$ cat src/rtl/core/etb_pkg.sv
// shared types and constants for the elimination tree builder
`default_nettype none

package etb_pkg;

  localparam int FIELD_W       = 10;
  localparam int MAX_NODES_DEF = 1024;
  localparam int QUEUE_DEPTH   = 4;
  localparam int DATA_W        = 24;

  typedef enum logic {
    REQ_START = 1'b0,
    REQ_ENTRY = 1'b1
  } req_kind_t;

  // one queued command: either a clear of the ancestor store or a walk
  typedef struct packed {
    logic               clear;
    logic [FIELD_W-1:0] column;
    logic [FIELD_W-1:0] row;
  } cmd_t;

  typedef struct packed {
    logic clearing;
  } back_status_t;

  typedef enum logic [1:0] {
    ST_CLEAR,
    ST_IDLE,
    ST_STEP
  } back_state_t;

  // one memory word: valid flag above the ancestor link
  typedef struct packed {
    logic               valid;
    logic [FIELD_W-1:0] link;
  } anc_word_t;

endpackage

`default_nettype wire

$ cat src/rtl/core/etb_front.sv
// front end: accepts requests, drops ignored entries, queues commands
`default_nettype none

module etb_front #(
  parameter int MAX_NODES = etb_pkg::MAX_NODES_DEF
) (
  input  wire logic                       clk,
  input  wire logic                       rst,
  input  wire logic                       s_tvalid,
  output logic                            s_tready,
  input  wire logic                       req_type,
  input  wire logic [etb_pkg::FIELD_W-1:0] column,
  input  wire logic [etb_pkg::FIELD_W-1:0] row,
  input  wire etb_pkg::back_status_t      status,
  output logic                            cmd_valid,
  input  wire logic                       cmd_ready,
  output etb_pkg::cmd_t                   cmd
);

  localparam int QD  = etb_pkg::QUEUE_DEPTH;
  localparam int QAW = $clog2(QD);

  etb_pkg::cmd_t queue [QD];
  logic [QAW-1:0] wr_ptr;
  logic [QAW-1:0] rd_ptr;
  logic [QAW:0]   count;
  logic [QAW:0]   count_next;

  logic full;
  logic is_start;
  logic in_range;
  logic keep;
  logic push;
  logic pop;

  always_comb begin
    full      = (count == (QAW+1)'(QD));
    is_start  = (etb_pkg::req_kind_t'(req_type) == etb_pkg::REQ_START);
    in_range  = (32'(column) < MAX_NODES) && (32'(row) < MAX_NODES);
    keep      = is_start || (in_range && (row < column));
    s_tready  = !full && !status.clearing;
    push      = s_tvalid && s_tready && keep;
    cmd_valid = (count != '0);
    pop       = cmd_valid && cmd_ready;
    cmd       = queue[rd_ptr];
    count_next = count;
    if (push && !pop) begin
      count_next = count + 1'b1;
    end else if (pop && !push) begin
      count_next = count - 1'b1;
    end
  end

  always_ff @(posedge clk) begin
    if (rst) begin
      wr_ptr <= '0;
      rd_ptr <= '0;
      count  <= '0;
    end else begin
      count <= count_next;
      if (push) begin
        wr_ptr <= wr_ptr + 1'b1;
      end
      if (pop) begin
        rd_ptr <= rd_ptr + 1'b1;
      end
    end
  end

  always_ff @(posedge clk) begin
    if (push) begin
      queue[wr_ptr].clear  <= is_start;
      queue[wr_ptr].column <= column;
      queue[wr_ptr].row    <= row;
    end
  end

endmodule

`default_nettype wire

$ cat config.mk
export PLATFORM = sky130hd
export DESIGN_NAME = etb_front
export DESIGN_NICKNAME = d
export VERILOG_FILES = /design/src/rtl/core/etb_pkg.sv /design/src/rtl/core/etb_front.sv
export SDC_FILE = /design/constraint.sdc
export NUM_CORES = 1
export LEC_CHECK = 0
export BUFFER_PORTS_ARGS = -buffer_cell sky130_fd_sc_hd__buf_2
export CORE_MARGIN = 4
export CORE_UTILIZATION = 30
export CTS_CLUSTER_DIAMETER = 100
export DETAILED_ROUTE_END_ITERATION = 6
export GPL_TIMING_DRIVEN = 0
export PLACE_DENSITY_LB_ADDON = 0.3
export SLEW_MARGIN = 0
export SYNTH_ARGS = -nofsm -noshare
export SYNTH_HDL_FRONTEND = slang
export SYNTH_SLANG_ARGS = --single-unit
export TNS_END_PERCENT = 20
$ cat constraint.sdc
create_clock -name clk -period 4.6 [get_ports clk]
set_clock_uncertainty 0.15 [all_clocks]
set_input_delay 0.69 -clock clk [delete_from_list [all_inputs] [get_ports clk]]
set_output_delay 0.69 -clock clk [all_outputs]
set_load 0.01 [all_outputs]
Word level (Yosys, flattened, before mapping)
Memories as Yosys holds them, arrays and structs flattened. A register that Yosys moved wholly into a read port is not among the register bits.
Cells that the tools add are included.
{"block": "totals", "ff_bits": 7, "mem_bits_rw": 84, "in_bits": 26, "out_inout_bits": 23, "memories": 1}
{"block": "op_classes", "addsub": 4, "n_lt_le_gt_ge": 1, "n_eq_ne": 1, "muxes": 6, "bitwise": 1, "reduce_logical": 13}
{"memory": "queue", "depth": 4, "word_bits": 21, "read_ports": 1, "rd_clocked_by_memory_dff": 1, "wr": 1, "line_no": "etb_front.sv:23", "rtl": "etb_pkg::cmd_t queue [QD];"}
{"op": "$lt A10 B10 Y1", "count": 1}
{"op": "$logic_and A1 B1 Y1", "count": 6}
{"op": "$mux W3", "count": 2}
{"op": "$add A2 B1 Y2 const B", "count": 2}
{"op": "$logic_not A1 Y1", "count": 4}
{"op": "$mux W2", "count": 2}
{"op": "$add A3 B1 Y3 const B", "count": 1}
{"op": "$eq A3 B3 Y1 const B", "count": 1}
{"op": "$reduce_bool A3 Y1", "count": 1}
{"op": "$sub A3 B1 Y3 const B", "count": 1}
{"op": "$mux W1", "count": 2}
{"op": "$reduce_bool A2 Y1", "count": 1}
{"op": "$logic_or A1 B1 Y1", "count": 1}
{"op": "$not A1 Y1", "count": 1}

Logic depth before layout (Yosys ltp)
{"block": "depth", "ltp_word": 9, "depth_mapped": 12, "ltp_nobuf": 12}

Worst setup path before layout
OpenSTA, ideal clock, no wires.
{"block": "synth_timing", "path_kind": "input to register", "startpoint": "input port column[7] (netlist bit)", "endpoint": "register count[2]", "setup_ps": 70, "t_arrival_ps": 3008, "required_time_ps": 4380, "path_slack_ps": 1372, "stages": 12, "n_path_buf": 0, "cell_sequence": "inv_1 ha_1 a21o_1 nand3_2 o311ai_2 a221oi_4 ha_1 inv_1 fa_1 xor2_1 or3_1 a21oi_1"}
{"block": "synth_between", "elab_chain_len": 6}
{"element": "from (decl)", "line_no": "etb_front.sv:12", "rtl": "input wire logic [etb_pkg::FIELD_W-1:0] column,"}
{"element": "$lt A10 B10 Y1 (*)", "line_no": "etb_front.sv:40", "rtl": "keep = is_start || (in_range && (row < column));"}
{"element": "$logic_or A1 B1 Y1 (*)", "line_no": "etb_front.sv:40"}
{"element": "$logic_and A1 B1 Y1 (*)", "line_no": "etb_front.sv:42", "rtl": "push = s_tvalid && s_tready && keep;"}
{"element": "named net push", "line_no": "etb_front.sv:33", "rtl": "logic push;"}
{"element": "$logic_not A1 Y1", "line_no": "etb_front.sv:49", "rtl": "end else if (pop && !push) begin"}
{"element": "$logic_and A1 B1 Y1", "line_no": "etb_front.sv:49"}
{"element": "$reduce_bool A2 Y1 (no source line)"}
{"element": "to (signal assigned)", "line_no": "etb_front.sv:60", "rtl": "count <= count_next;"}
{"element": "to (decl)", "line_no": "etb_front.sv:26", "rtl": "logic [QAW:0] count;"}
Mark *: on every way through the listed nets, which the timed path passes. The rest lies on a longest branch.
A chain may end at the register's enable or synchronous reset.

Worst setup path in the final report
Ends and elaborated chain as after synthesis.

==> results_dict.tcl <==
set metrics [dict create \
    synth_edf_count 84 \
    finalCritPeriodShare_pct 71.5 \
    postCtsHoldBufs 0 \
    avgSynthCellArea_sq_um 19.7 \
    cts_buffers 9 \
    startpoint "column[7]" \
    core.rowCount 40 \
    final_layout_size_suffix_gt1_share_pct 35.6 \
    grt_overflow 0 \
    cpMaxStageDelayCell "a221oi_4" \
    syn2layout_area_growth_pct 20.2 \
    worstPathRequired_ps 4710 \
    synthFlopType "edfxtp_1" \
    syn_nets 231 \
    drc 0 \
    hp-class "register to register" \
    htreeDepth 3 \
    root_buffer "clkbuf_16" \
    synth_cell_types 27 \
    clock-sinks 93 \
    grt_pass1_wl_mm 11.2 \
    worstSetupPathDepth 13 \
    ys_seq_area_share_pct 72.2 \
    fin_ws_ps 1310 \
    ys.warnings.count 0 \
    cp-start-kind "input port" \
    cts_tree "yes" \
    fillers 1160 \
    viasPerCell 4.33 \
    synth_top_family_by_area "multiplexers" \
    path_class "input port to register" \
    hold_viol 0 \
    crit_chain "buf_2 > inv_1 > ha_1 > a21o_1 > nand3_2 > o311ai_2 > a221oi_4 > ha_1 > inv_1 > fa_1 > xor2_1 > or3_1 > a21oi_1" \
    io_pins 49 \
    r2r_cells 10 \
    tns_ps 0 \
    synth-compound-area-share_pct 2.51 \
    insertion_delay_ps 330 \
    die_area_sq_um 14300 \
    finalWorstPathRequiredPeriod_ps 3290 \
    wirelength_mm 7.04 \
    status "finished clean" \
    die_x_microns 120 \
    worstPathMaxFanout 7 \
    crit_family "compound AO/OA/AOI/OAI gates" \
    chipHeight_microns 120 \
    antennaDiodeCount 0 \
    multi_input_area_sq_um 971 \
    drv_cap 0 \
    synthAdderAreaFrac_pct 5.21 \
    slew_headroom_pct 23.4 \
    grt_pass1_vias 2091 \
    ys_seq_elements 93 \
    antenna_found_initial 1 \
    cp-end-kind "register" \
    tightest_slew_ps 1150 \
    drv_slew 0 \
    finalSetupViolations 0 \
    grt.total_usage_pct 10.6 \
    cts_setup_buffers 0 \
    r2r_end "count[2]" \
    synth_simple_gate_area_share_pct 3.71 \
    rsz0062_at_grt "false" \
    ir_worst_vdd_uv 215 \
    critical_path_buf_inv_count 3 \
    p_per_area_nw_per_um2 506 \
    nets 289 \
    drt-wirelength-per-cell_microns 16.7 \
    syn_area_sq_um 3740 \
    portBuffers 47 \
    drt_iter0_markers 69 \
    timing.rr.start "count[0]" \
    coreArea_sq_um 12100 \
    p_leak_nw 1.59 \
    seq_area_sq_um 2700 \
    ys_async_sr_fraction_pct 0 \
    cts.path.max_buffers 2 \
    hpwlAfterDp_mm 4.65 \
    routabilityCongestion 0.769 \
    synth_xor_area_share_pct 0.936 \
    muxShareOfSynthArea_pct 13.6 \
    post-place-ws_ps 933 \
    cts_resized 0 \
    rrSetupSlack_ps 1940 \
    vias 1823 \
    timing.fmax_mhz 304 \
    synth_cells 190 \
    postRouteAntennaNets 0 \
    critPathMaxStageDelay_ps 480 \
    crit_arrival_ps 3400 \
    start_util_pct 30.9 \
    path_clk_slew_ps 60 \
    dr.pass1.iters 4 \
    grt_max_degree 22 \
    crit_end "count[2]" \
]
[how the worst min path moves through the flow]
stage | startpoint | to | slack [ps] | depth (start not counted)
after global placement | count[2] | count[2] | 340 | 2
final | count[2] | count[2] | 350 | 2
after CTS | count[2] | count[2] | 350 | 2
after floorplan | count[2] | count[2] | 320 | 2
after global routing | count[2] | count[2] | 380 | 2
after detailed placement | count[2] | count[2] | 350 | 2
[worst min-delay path: cells and delay by family, from the launching register on]
family | cells | cell delay [ps]
DFF | 1 | 320
AOI/OAI and AO/OA | 2 | 130
[synthesized netlist by cell type (all sizes together), types with 3 or more instances]
master	count	area, sq um
nand2	3	11.3
nand2b	3	26.3
nor2	9	33.8
inv	13	48.8
a21oi	6	33.8
and2	4	27.5
xor2	4	35.0
clkbuf	3	11.3
ha	14	175
edfxtp	84	2520
dfxtp	9	180
mux4	21	473
[layout by cell type, fill, tap and decap left out, drive strengths merged]
master and instances:
xor2 4, nand2b 3, mux2i 2, a21o 1
mux4 21, or3 2, a221oi 1, and2 4
nor2 9, clkbuf 15, inv 13, nand2 3
nand4 2, ha 14, o21ai 2, buf 49
dfxtp 9, a21oi 6, clkinv 2, mux2 1
bufinv 2, fa 1, edfxtp 84, o311ai 1
nand3 2
[cell type report]
| class | instances | share of cell area [%] |
|---|---|---|
| sequential | 93 | 60.1 |
| timing repair buffer | 47 | 5.23 |
| multi-input combinational | 79 | 21.6 |
| inverter | 13 | 1.08 |
| clock buffer | 12 | 5.26 |
| clock inverter | 4 | 1.61 |
| buffer | 5 | 0.473 |
| tap | 168 | 4.67 |
[power by group]
group,internal [mW],leakage (nW),switching (mW)
clock network,0.475,0.148,0.285
registers,0.977,0.834,0.0279
logic,0.251,0.603,0.261
total,1.70,1.59,0.574
[state kept, by name, summed over array words and instances (netlist names), named ones only]
name	count
wr_ptr	2
rd_ptr	2
count	3
queue	84
[cells by family (layout without fill, tap and decap cells)]
| logic type | Yosys count | after routing |
|---|---|---|
| adders and majority gates | 15 | 15 |
| DFF | 93 | 93 |
| muxes | 24 | 24 |
| buffers and inverters | 18 | 81 |
| xor gates and xnor gates | 4 | 4 |
| and+or+nand+nor | 25 | 25 |
| AOI/OAI and AO/OA | 11 | 11 |
[routing by layer]
layer  global-route usage, %  up-vias  routed length [microns]
met3                    5.28        7                      489
li1                        -      861                        -
met5                       0        -                       13
met4                    2.15        2                       59
met1                    12.2      905                     2950
met2                    18.0       48                     3520
[through the flow]
stage | instance area [sq um] | util [%] | total power, mW | std cells | hold WS [ps]
floorplan | 3740 | - | 1.37 | 190 | 317
global placement | 4190 | 34.6 | 1.55 | 405 | 338
detailed placement | 4190 | 34.6 | 1.55 | 405 | 348
CTS | 4500 | 37.1 | 2.32 | 421 | 352
global route | 4500 | 37.1 | 2.40 | 421 | 385
finish | 4500 | 37.1 | 2.28 | 421 | 350
Note: power is estimated with default switching activity, not from simulation.
